File: src/rtl/core/msort_pkg.sv
// shared types and constants of the merge sorter
// used by msort_ctrl, msort_dp and merge_sorter; depends on nothing

package msort_pkg;

    localparam int MAX_ELEMENTS = 64;
    localparam int DATA_W       = 32;
    localparam int ADDR_W       = $clog2(MAX_ELEMENTS);
    localparam int CNT_W        = $clog2(MAX_ELEMENTS + 1);
    // holds lo + 2 * width, which stays below three times the capacity
    localparam int SUM_W        = CNT_W + 2;

    typedef enum logic [2:0] {
        ST_LOAD,
        ST_START,
        ST_PASS,
        ST_SETUP,
        ST_MERGE,
        ST_DRAIN_READ,
        ST_DRAIN_EMIT
    } ctrl_state_t;

    typedef enum logic [2:0] {
        OP_NONE,
        OP_LOAD,
        OP_START,
        OP_END_PASS,
        OP_SETUP,
        OP_STEP,
        OP_DRAIN_START,
        OP_EMIT
    } dp_op_t;

    typedef struct packed {
        dp_op_t op;
        logic   drain_sel;
    } dp_cmd_t;

    typedef struct packed {
        logic width_lt_n;
        logic lo_ge_n;
        logic merge_last;
        logic drain_last;
        logic out_free;
    } dp_status_t;

endpackage

File: src/rtl/core/msort_ctrl.sv
// controller of the merge sorter: load, merge passes and drain sequencing
// depends on msort_pkg; drives msort_dp through dp_cmd_t

module msort_ctrl (
    input  logic                 clk,
    input  logic                 rst_n,
    input  logic                 in_valid,
    input  logic                 last_in,
    output logic                 in_stall,
    input  msort_pkg::dp_status_t status,
    output msort_pkg::dp_cmd_t    cmd
);

    import msort_pkg::*;

    ctrl_state_t state_reg;
    ctrl_state_t state_next;

    always_ff @(posedge clk or negedge rst_n)
    begin
        if (!rst_n)
        begin
            state_reg <= ST_LOAD;
        end
        else
        begin
            state_reg <= state_next;
        end
    end

    always_comb
    begin
        state_next = state_reg;
        unique case (state_reg)
            ST_LOAD:
            begin
                if (in_valid && last_in)
                begin
                    state_next = ST_START;
                end
            end
            ST_START:
            begin
                state_next = ST_PASS;
            end
            ST_PASS:
            begin
                state_next = status.width_lt_n ? ST_SETUP : ST_DRAIN_READ;
            end
            ST_SETUP:
            begin
                state_next = status.lo_ge_n ? ST_PASS : ST_MERGE;
            end
            ST_MERGE:
            begin
                if (status.merge_last)
                begin
                    state_next = ST_SETUP;
                end
            end
            ST_DRAIN_READ:
            begin
                state_next = ST_DRAIN_EMIT;
            end
            ST_DRAIN_EMIT:
            begin
                if (status.out_free)
                begin
                    state_next = status.drain_last ? ST_LOAD : ST_DRAIN_READ;
                end
            end
            default:
            begin
                state_next = ST_LOAD;
            end
        endcase
    end

    always_comb
    begin
        cmd.op        = OP_NONE;
        cmd.drain_sel = 1'b0;
        in_stall      = 1'b1;
        unique case (state_reg)
            ST_LOAD:
            begin
                in_stall = 1'b0;
                if (in_valid)
                begin
                    cmd.op = OP_LOAD;
                end
            end
            ST_START:
            begin
                cmd.op = OP_START;
            end
            ST_PASS:
            begin
                if (!status.width_lt_n)
                begin
                    cmd.op = OP_DRAIN_START;
                end
            end
            ST_SETUP:
            begin
                cmd.op = status.lo_ge_n ? OP_END_PASS : OP_SETUP;
            end
            ST_MERGE:
            begin
                cmd.op = OP_STEP;
            end
            ST_DRAIN_READ:
            begin
                cmd.drain_sel = 1'b1;
            end
            ST_DRAIN_EMIT:
            begin
                cmd.drain_sel = 1'b1;
                if (status.out_free)
                begin
                    cmd.op = OP_EMIT;
                end
            end
            default:
            begin
                cmd.op = OP_NONE;
            end
        endcase
    end

endmodule

File: config.mk
export PLATFORM = sky130hd
export DESIGN_NAME = msort_ctrl
export DESIGN_NICKNAME = d
export VERILOG_FILES = /design/src/rtl/core/msort_pkg.sv /design/src/rtl/core/msort_ctrl.sv
export SDC_FILE = /design/constraint.sdc
export NUM_CORES = 1
export LEC_CHECK = 0
export BUFFER_PORTS_ARGS = -buffer_cell sky130_fd_sc_hd__buf_4
export CAP_MARGIN = 30
export CORE_AREA = 2 2 39 41
export DETAILED_ROUTE_END_ITERATION = 8
export DIE_AREA = 0 0 41 43
export SLEW_MARGIN = 20
export SYNTH_ARGS = -nofsm -noshare
export SYNTH_HDL_FRONTEND = slang
export SYNTH_SLANG_ARGS = --single-unit
File: constraint.sdc
create_clock -name clk -period 1.22 [get_ports clk]
set_input_delay 0.183 -clock clk [delete_from_list [all_inputs] [get_ports clk]]
set_output_delay 0.183 -clock clk [all_outputs]
set_load 0.01 [all_outputs]
==> results of run 1 <==
power groups by stage:
stage	logic, mW	clock network, mW	registers, mW
2_1_floorplan	0.566	0	0.177
3_3_place_gp	0.845	0	0.262
3_5_place_dp	0.845	0	0.266
4_1_cts	1.07	0.185	0.257
5_1_grt	1.26	0.194	0.278
6_report	1.17	0.181	0.264
critical path: cells and delay by family, from the launching register on:
family | cells | cell delay, ns
DFF | 1 | 0.44
and+or+nand+nor | 1 | 0.32
buffers and inverters | 2 | 0.26
cells by family (layout without fill, tap and decap cells):
logic type	after synthesis	in the layout
AND/OR/NAND/NOR	15	15
multiplexers	1	1
flip-flops	3	3
AO/OA/AOI/OAI	14	14
buffers and inverters	7	37
per-stage QoR:
step	TNS, ns	utilization, %	cell area (sq um)
4_1_cts	-1.08	42.5	588
6_report	-1.13	44.5	616
5_1_grt	-1.53	44.5	616
3_5_place_dp	-0.0887	34.4	477
2_1_floorplan	0	-	320
3_3_place_gp	-0.0111	34.4	477
synth_stat cells (all sizes together) (2+ instances only):
cell type / count / area, sq um
o21ai: 3 / 15.0
nor2: 3 / 13.8
a21oi: 3 / 15.0
nor2b: 2 / 12.5
nand2b: 2 / 12.5
nand2: 3 / 11.3
buf: 4 / 28.8
dfrtp: 3 / 75.1
inv: 3 / 11.3
nor3b: 2 / 15.0
routing by layer:
layer,wire (microns),global-route usage (%)
met5,0,0
met4,13,12.0
met3,52,1.57
met2,550,22.5
met1,389,16.4
what timing repair did:
item	4_1_cts	5_1_grt
endpoints found under the hold margin	3	0
endpoints found under the setup margin	6	8
hold buffers	1	0
pin swaps	3	2
resized for setup	16	4
buffers inserted	6	1
worst min path at each step:
stage | startpoint | end | slack [ns] | depth (start not counted)
6_report | rst_n | state_reg[2] | 0.27 | 2
4_1_cts | last_in | state_reg[0] | 0.23 | 3
3_3_place_gp | rst_n | state_reg[1] | -0.03 | 1
3_5_place_dp | rst_n | state_reg[0] | -0.03 | 1
5_1_grt | rst_n | state_reg[1] | 0.28 | 2
2_1_floorplan | rst_n | state_reg[0] | -0.11 | 0
area by class of cell:
class | instances | area [sq um]
Fill cell | 146 | 768
Timing Repair Buffer | 30 | 235
Clock buffer | 4 | 26.3
Tap cell | 16 | 20.0
Sequential cell | 3 | 78.8
Inverter | 3 | 11.3
Multi-Input combinational cell | 30 | 244
==> metrics, run 1 <==
number of synthesized flops with an enable pin 0; Synth warnings 0; Vias/cell 4.73; Data required, critical path 1.04 ns; H-tree levels 1; Inst Count DP 74; Finished Layout Cells 86; share of layout cells above drive strength 1 65.7%; Rel. slew slack 79.0%; ant diodes 0; nets@finish 80; violated checks negative setup slack; P_leak 0.283 nW; pins over their slew limit 0; total power 1.61 mW; CTS clk-pin slew, worst paths 0.04 ns; total grt overflow 0; Final period util 118%; critical-path maximum fanout 6; clk sinks 3; share of total power in combinational logic 72.4%; critical path startpoint state_reg[2]; simple-gate portion of the synthesized area 27.2%; CTS buffer count 3; slowest stage cell, crit path dfrtp_2; Port Buf Inserts 13; synth unique cells 25; setup ws final -0.226 ns; Core Rows 14; Sw Share 38.5%; largest family of logic cells by synthesized area compound AO/OA/AOI/OAI gates; pin count of the biggest net entering global routing 11; unrepaired setup endpoints after global routing true; Iteration-0 DRC Markers 5; Die ar. 1760 sq um; WS Path Type reg2out; CORE AREA 1380 sq um; Root Driver clkbuf_4; GRT Overall Usage 14.5%; vias in the first global route 412; worst endpoint data arrival time 1.26 ns; Syn Std Cell Area 313 sq um; post-layout min period 1.45 ns; Adder-Cell Fraction of Synth Area 0%; starting density of the core 22.6%; most common cell after layout, fill and taps aside buf_4; proportion of synthesized area in mux cells 3.20%; status finished with violations; Post-Route WL 1.01 mm; Most used DFF post-synth dfrtp_1; CTS Buffer Depth 2; FF-to-FF Start state_reg[2]; Flop pwr share 16.4%; post-DP HPWL 658 microns; Seq/Total Area, Yosys 24.0%; Crit. End Element output pin; Largest register FFs 3; cell count after synthesis 40; Syn Nets 49; Worst Setup EP in_stall; Area Overhead vs Synth 96.8%; reg2reg setup slack -0.11 ns; worst vdd ir 0.000886 V; worst slew pin tran 0.313 ns; power density over cell area 2620 nW/um^2; crit start category register; I/O pin count 14; DRT antenna net count 0; FFs w/ async S/R, synth 100%; First-pass DRT Iterations 4; Synth Register Bits 3; R2R Path End state_reg[2]; Setup Skew 0.00172 ns; clock group share of total power 11.2%; Most common cell on crit path buf_6; Vias 407; pre-CTS setup slack -0.0606 ns; Synth Area in Compound Gates 32.8%; initial antenna violation count 0; minimum hold slack 0.267 ns; setup violators final 8; internal power 0.991 mW; max_cap viols 0; Post-route DRC 0; commonest cells after routing, fill and taps aside 27 x buf_4, 3 x clkbuf_4, 3 x dfrtp_2; f_max 692 MHz; gpl congestion 0.705; CTS tree yes; routed len/inst 11.7 microns; global-route wire length before repair 1.68 mm; Post-Synth XOR/XNOR Area 0%; Post-Syn Area per Cell 7.82 sq um; Hold Violations, Final 0; die width 41 microns; latest clock arrival within the worst-skew pair 0.24 ns; P_sw 0.620 mW; R2R depth 6; Die H 43 microns; CP Cell Sequence buf_6, or3_4, buf_6; Hold Crit Class in2async; max incr delay on CP 0.44 ns
(Power assumes the default switching activity.)
==> run 2, diff against run 1 <==
CELL_PAD_IN_SITES_DETAIL_PLACEMENT = 1   (was not set)
CELL_PAD_IN_SITES_GLOBAL_PLACEMENT = 2   (was not set)
CORE_AREA = not set   (was 2 2 39 41)
CORE_MARGIN = 2   (was not set)
CORE_UTILIZATION = 22   (was not set)
DIE_AREA = not set   (was 0 0 41 43)
MAX_ROUTING_LAYER = met4   (was not set)
PLACE_DENSITY_LB_ADDON = 0.1   (was not set)
==> run 2 against run 1 <==
Combinational power about the same. First-iteration DRC count decreased by 40%. Utilization decreased by 0.42 points. Hold slack got worse by 0.0058 ns. Wire length increased by 25%. Cell count decreased by 5.8%. Count of clock-buffer cells in the layout unchanged. Global-route usage increased by 2.8 points. Critical endpoint unchanged. Sequential share of layout area increased by 0.56 points. Largest power group unchanged. The flow still finishes with violations (negative setup slack). Sequential cell count unchanged.
==> metrics, run 2 (synthesis results as in run 1) <==
Final Cell Area 581 sq um (-5.7%); routed len/inst 15.5 microns (+32%); Data required, critical path 1.04 ns (about the same); latest clock arrival within the worst-skew pair 0.25 ns (about the same); status finished with violations; CORE AREA 1320 sq um (-4.8%); H-tree levels 1 (unchanged); unrepaired setup endpoints after global routing true; WS Path Type reg2out; gpl congestion 0.727 (+3.2%); most common cell after layout, fill and taps aside buf_4; share of layout cells above drive strength 1 60.6% (-5.1 points); Rel. slew slack 83.9% (+4.9 points); worst slew pin tran 0.239 ns (-0.0745 ns); nets@finish 76 (-5.0%); violated checks negative setup slack; Post-Route WL 1.26 mm (+25%); crit start category register; Crit. End Element output pin; Root Driver clkbuf_4; total power 1.60 mW (-0.71%); Core Rows 13 (-1); Largest register FFs 3 (unchanged); initial antenna violation count 0 (unchanged); DP Area 453 sq um (-5.0%); Hold Violations, Final 0 (unchanged); total grt overflow 0 (unchanged); Die ar. 1740 sq um (-1.3%); worst endpoint data arrival time 1.29 ns (+0.03 ns); setup ws final -0.253 ns (-0.0274 ns); post-layout min period 1.47 ns (+0.0274 ns); Iteration-0 DRC Markers 3 (-2); Port Buf Inserts 13 (unchanged); Post-route DRC 0 (unchanged); Core Util, Final 44.1% (-0.42 points); ant diodes 0 (unchanged); First-pass DRT Iterations 3 (-1); die width 41.7 microns (+1.7%); vias in the first global route 456 (+11%); R2R depth 6 (unchanged); setup violators final 7 (-1); pin count of the biggest net entering global routing 14 (+3); CTS tree yes; DRT antenna net count 0 (unchanged); max_cap viols 0 (unchanged); commonest cells after routing, fill and taps aside 20 x buf_4, 5 x buf_6, 3 x clkbuf_4; post-DP HPWL 767 microns (+17%); I/O pin count 14 (unchanged); CTS buffer count 3 (unchanged); global-route wire length before repair 2.13 mm (+27%); f_max 679 MHz (-1.9%); Die H 41.7 microns (-3.0%); power density over cell area 2750 nW/um^2 (+5.3%); critical-path maximum fanout 6 (unchanged); starting density of the core 23.7% (+1.1 points); Vias/cell 5.10 (+7.7%); GRT Overall Usage 17.3% (+2.8 points); Final period util 121% (+2.2 points); worst vdd ir 0.00105 V (+19%); CTS Buffer Depth 2 (unchanged); Hold Crit Class in2async; Setup Skew 0.00119 ns (-0.000531 ns); clk sinks 3 (unchanged); CTS clk-pin slew, worst paths 0.04 ns (about the same); P_leak 0.266 nW (-5.8%); pins over their slew limit 0 (unchanged); Vias 413 (+1.5%); Area Overhead vs Synth 85.6%
[run 2: cell types whose count changed in the layout (fill, tap and decap cells not counted), sizes merged]
cell | before | now
buf | 29 | 25
[run 2: worst paths after layout]
kind,from,slack (ns),endpoint
setup / recovery,state_reg[2],-0.25,in_stall
hold / removal,rst_n,0.26,state_reg[2]
setup reg to reg,state_reg[0],-0.09,state_reg[1]
hold reg to reg,state_reg[1],0.70,state_reg[2]
max in group asynchronous,rst_n,0.85,state_reg[1]
min in group clk,status[1],0.28,state_reg[0]
[run 2: critical path: stages (launching register included)]
cell     delay (ns)
dfrtp_2        0.45
buf_6          0.15
or3_4          0.32
buf_6          0.13
[run 2: layout make-up]
cell class | count | area (sq um)
tap | 15 | 18.8
timing repair buffer | 26 | 216
fill | 157 | 737
multi-input combinational | 30 | 230
clock buffer | 4 | 26.3
sequential | 3 | 77.6
inverter | 3 | 11.3
[run 2: layer usage]
layer  track usage, %  routed length (microns)  up-vias
met5                -                        0        -
met4             11.6                       23        0
met3             2.61                       26        2
met2             29.4                      681       10
met1             18.3                      524      205
li1                 -                        -      196
[run 2: stage by stage]
stage	hold WS, ns	setup TNS, ns	cells	setup WS, ns
after floorplan	-0.113	0	40	0.0283
after global placement	-0.0266	-0.150	70	-0.0806
after detailed placement	-0.0250	-0.509	70	-0.125
after CTS	0.263	-1.40	82	-0.248
after global routing	0.288	-1.62	81	-0.304
final	0.261	-1.25	81	-0.253
[run 2: report_power, final]
group	internal, mW	leakage, nW	total, mW	switching [mW]
clock	0.124	0.0150	0.190	0.0669
sequential	0.156	0.0346	0.272	0.116
combinational	0.656	0.217	1.14	0.480
total	0.936	0.266	1.60	0.663
[run 2: timing repair]
item	4_1_cts	5_1_grt
hold buffers	1	0
pin swaps	1	2
gates cloned	0	0
endpoints found under the setup margin	7	8
hold endpoints to repair	3	0
setup buffers	7	0
gates resized for setup	12	7
==> run 3, diff against run 2 <==
CELL_PAD_IN_SITES_DETAIL_PLACEMENT = 0   (was 1)
CELL_PAD_IN_SITES_GLOBAL_PLACEMENT = 1   (was 2)
CORE_AREA = 2 2 39 41   (was not set)
CORE_MARGIN = not set   (was 2)
CORE_UTILIZATION = not set   (was 22)
DIE_AREA = 0 0 41 43   (was not set)
==> run 3 against run 2 <==
The flow still finishes with violations (negative setup slack). Sequential cell count unchanged. Maximum frequency increased by 1.3%. Hold slack got worse by 0.033 ns. Worst setup slack improved by 0.019 ns. Sequential share of layout area decreased by 0.76 points. Design area increased by 6.0%. Die area increased by 1.4%. Largest cell class is now non-clock buffers.
==> metrics, run 3 (synthesis results as in run 1) <==
Hold Crit Class in2reg; pin count of the biggest net entering global routing 10 (-4); H-tree levels 1 (unchanged); f_max 688 MHz (+1.3%); Die H 43 microns (+3.1%); I/O pin count 14 (unchanged); Inst Count DP 74 (+5.7%); P_leak 0.287 nW (+7.7%); post-layout min period 1.45 ns (-0.0192 ns); CTS clk-pin slew, worst paths 0.04 ns (about the same); share of layout cells above drive strength 1 58.6% (-2.0 points); Crit. End Element output pin; initial antenna violation count 0 (unchanged); power density over cell area 2680 nW/um^2 (-2.9%); worst slew pin tran 0.270 ns (+0.0310 ns); Area Overhead vs Synth 96.8%; pre-CTS setup slack -0.119 ns (+0.00682 ns); GRT Overall Usage 18.6% (+1.4 points); Most common cell on crit path buf_6; violated checks negative setup slack; Post-Route WL 1.19 mm (-5.3%); CTS tree yes; P_sw 0.650 mW (-2.0%); Final period util 119% (-1.6 points); minimum hold slack 0.228 ns (-0.0335 ns); Vias/cell 4.99 (-2.2%); worst endpoint data arrival time 1.27 ns (-0.02 ns); First-pass DRT Iterations 4 (+1); R2R depth 4 (-2); clock group share of total power 11.4% (-0.5 points); latest clock arrival within the worst-skew pair 0.25 ns (about the same); Setup Skew 0.00439 ns (+0.00319 ns); Finished Layout Cells 86 (+6.2%); gpl congestion 0.773 (+6.3%); reg2reg setup slack 0 ns (+0.09 ns); worst vdd ir 0.000960 V (-9.0%); Iteration-0 DRC Markers 4 (+1); commonest cells after routing, fill and taps aside 25 x buf_4, 4 x buf_6, 3 x inv_1, 3 x nand2_1, 3 x clkbuf_4; total grt overflow 0 (unchanged); Final Cell Area 616 sq um (+6.0%); unrepaired setup endpoints after global routing true; post-DP HPWL 722 microns (-5.9%); CTS Buffer Depth 2 (unchanged); Die ar. 1760 sq um (+1.4%); status finished with violations; DP Area 477 sq um (+5.2%); Multi-input gate area 238 sq um (+3.3%); share of total power in combinational logic 73.9% (+2.8 points); setup ws final -0.234 ns (+0.0192 ns); Vias 429 (+3.9%); CTS buffer count 3 (unchanged); Data required, critical path 1.04 ns (about the same); clk sinks 3 (unchanged); max_cap viols 0 (unchanged); global-route wire length before repair 2.07 mm (-2.6%); Post-route DRC 0 (unchanged); Sw Share 39.5% (-2.0 points); CP Cell Sequence buf_6, or3_4, buf_6; CP delay by family, top flip-flops; max incr delay on CP 0.45 ns (about the same); DRT antenna net count 0 (unchanged); register area 77.6 sq um (unchanged); ant diodes 0 (unchanged); Hold Violations, Final 0 (unchanged); R2R Path End state_reg[1]; internal power 0.997 mW (+6.6%); total power 1.65 mW (+3.0%); Port Buf Inserts 13 (unchanged); setup violators final 6 (-1); WS Path Type reg2out; nets@finish 80 (+5.3%); Core Rows 14 (+1); Rel. slew slack 81.9% (-2.0 points); die width 41 microns (-1.7%); Root Driver clkbuf_4; pins over their slew limit 0 (unchanged); Largest register FFs 3 (unchanged); routed len/inst 13.8 microns (-11%); slowest stage cell, crit path dfrtp_2; critical-path maximum fanout 6 (unchanged); most common cell after layout, fill and taps aside buf_4; FF-to-FF Start state_reg[2]; starting density of the core 22.6% (-1.1 points); Flop pwr share 14.8% (-2.2 points); Worst Hold Endpoint state_reg[0]; fill cell count 143 (-8.9%); critical hold path startpoint last_in; crit start category register; Bufs and invs on worst path 2 (unchanged); hold path cells 3; CORE AREA 1380 sq um (+5.0%); vias in the first global route 440 (-3.5%)
[run 3: changes by cell type in the layout (fill, tap and decap cells not counted), sizes merged]
cell	previous run	this run
buf	25	29
[run 3: worst min-delay path, delay by kind of cell]
| kind | cells | cell delay, ns |
|---|---|---|
| simple gates | 1 | 0.09 |
| buf+inv | 1 | 0.08 |
| compound gates | 1 | 0.07 |
[run 3: worst max-delay path by stage]
stage	slack [ns]	cells after the start	end	start
after global routing	-0.27	5	cmd[2]	state_reg[2]
after global placement	-0.07	4	cmd[2]	state_reg[2]
after CTS	-0.23	3	in_stall	state_reg[2]
final	-0.23	3	in_stall	state_reg[2]
after floorplan	0.03	4	cmd[0]	state_reg[0]
after detailed placement	-0.12	4	cmd[2]	state_reg[2]
[run 3: area by class of cell]
type                            count  area share, %
Clock buffer                        4           4.27
Sequential cell                     3           12.6
Multi-Input combinational cell     30           38.6
Tap cell                           16           3.25
Timing Repair Buffer               30           39.4
Inverter                            3           1.83
[run 3: stage by stage]
stage,util [%],setup TNS (ns)
final,44.5,-0.976
after global routing,44.5,-1.39
after CTS,43.7,-1.02
after detailed placement,34.4,-0.361
after global placement,34.4,-0.221
after floorplan,-,0
[run 3: metal layers]
layer	global-route usage (%)	up-vias	routed length [microns]
met2	25.0	12	628
met5	-	-	0
li1	-	204	-
met3	6.28	3	45
met4	12.0	0	25
met1	22.9	210	489
[run 3: power by group through the flow]
| stage | logic, mW | registers (mW) | clock network [mW] |
|---|---|---|---|
| 2_1_floorplan | 0.566 | 0.177 | 0 |
| 3_3_place_gp | 0.863 | 0.259 | 0 |
| 3_5_place_dp | 0.862 | 0.262 | 0 |
| 4_1_cts | 1.16 | 0.239 | 0.194 |
| 5_1_grt | 1.31 | 0.251 | 0.208 |
| 6_report | 1.22 | 0.243 | 0.187 |
[run 3: what timing repair did]
action,CTS,global route
gates cloned,0,0
hold buffers,1,0
pin swaps,5,2
gates resized for setup,14,3
setup endpoints to repair,7,8
setup buffers,7,0
hold endpoints to repair,3,0
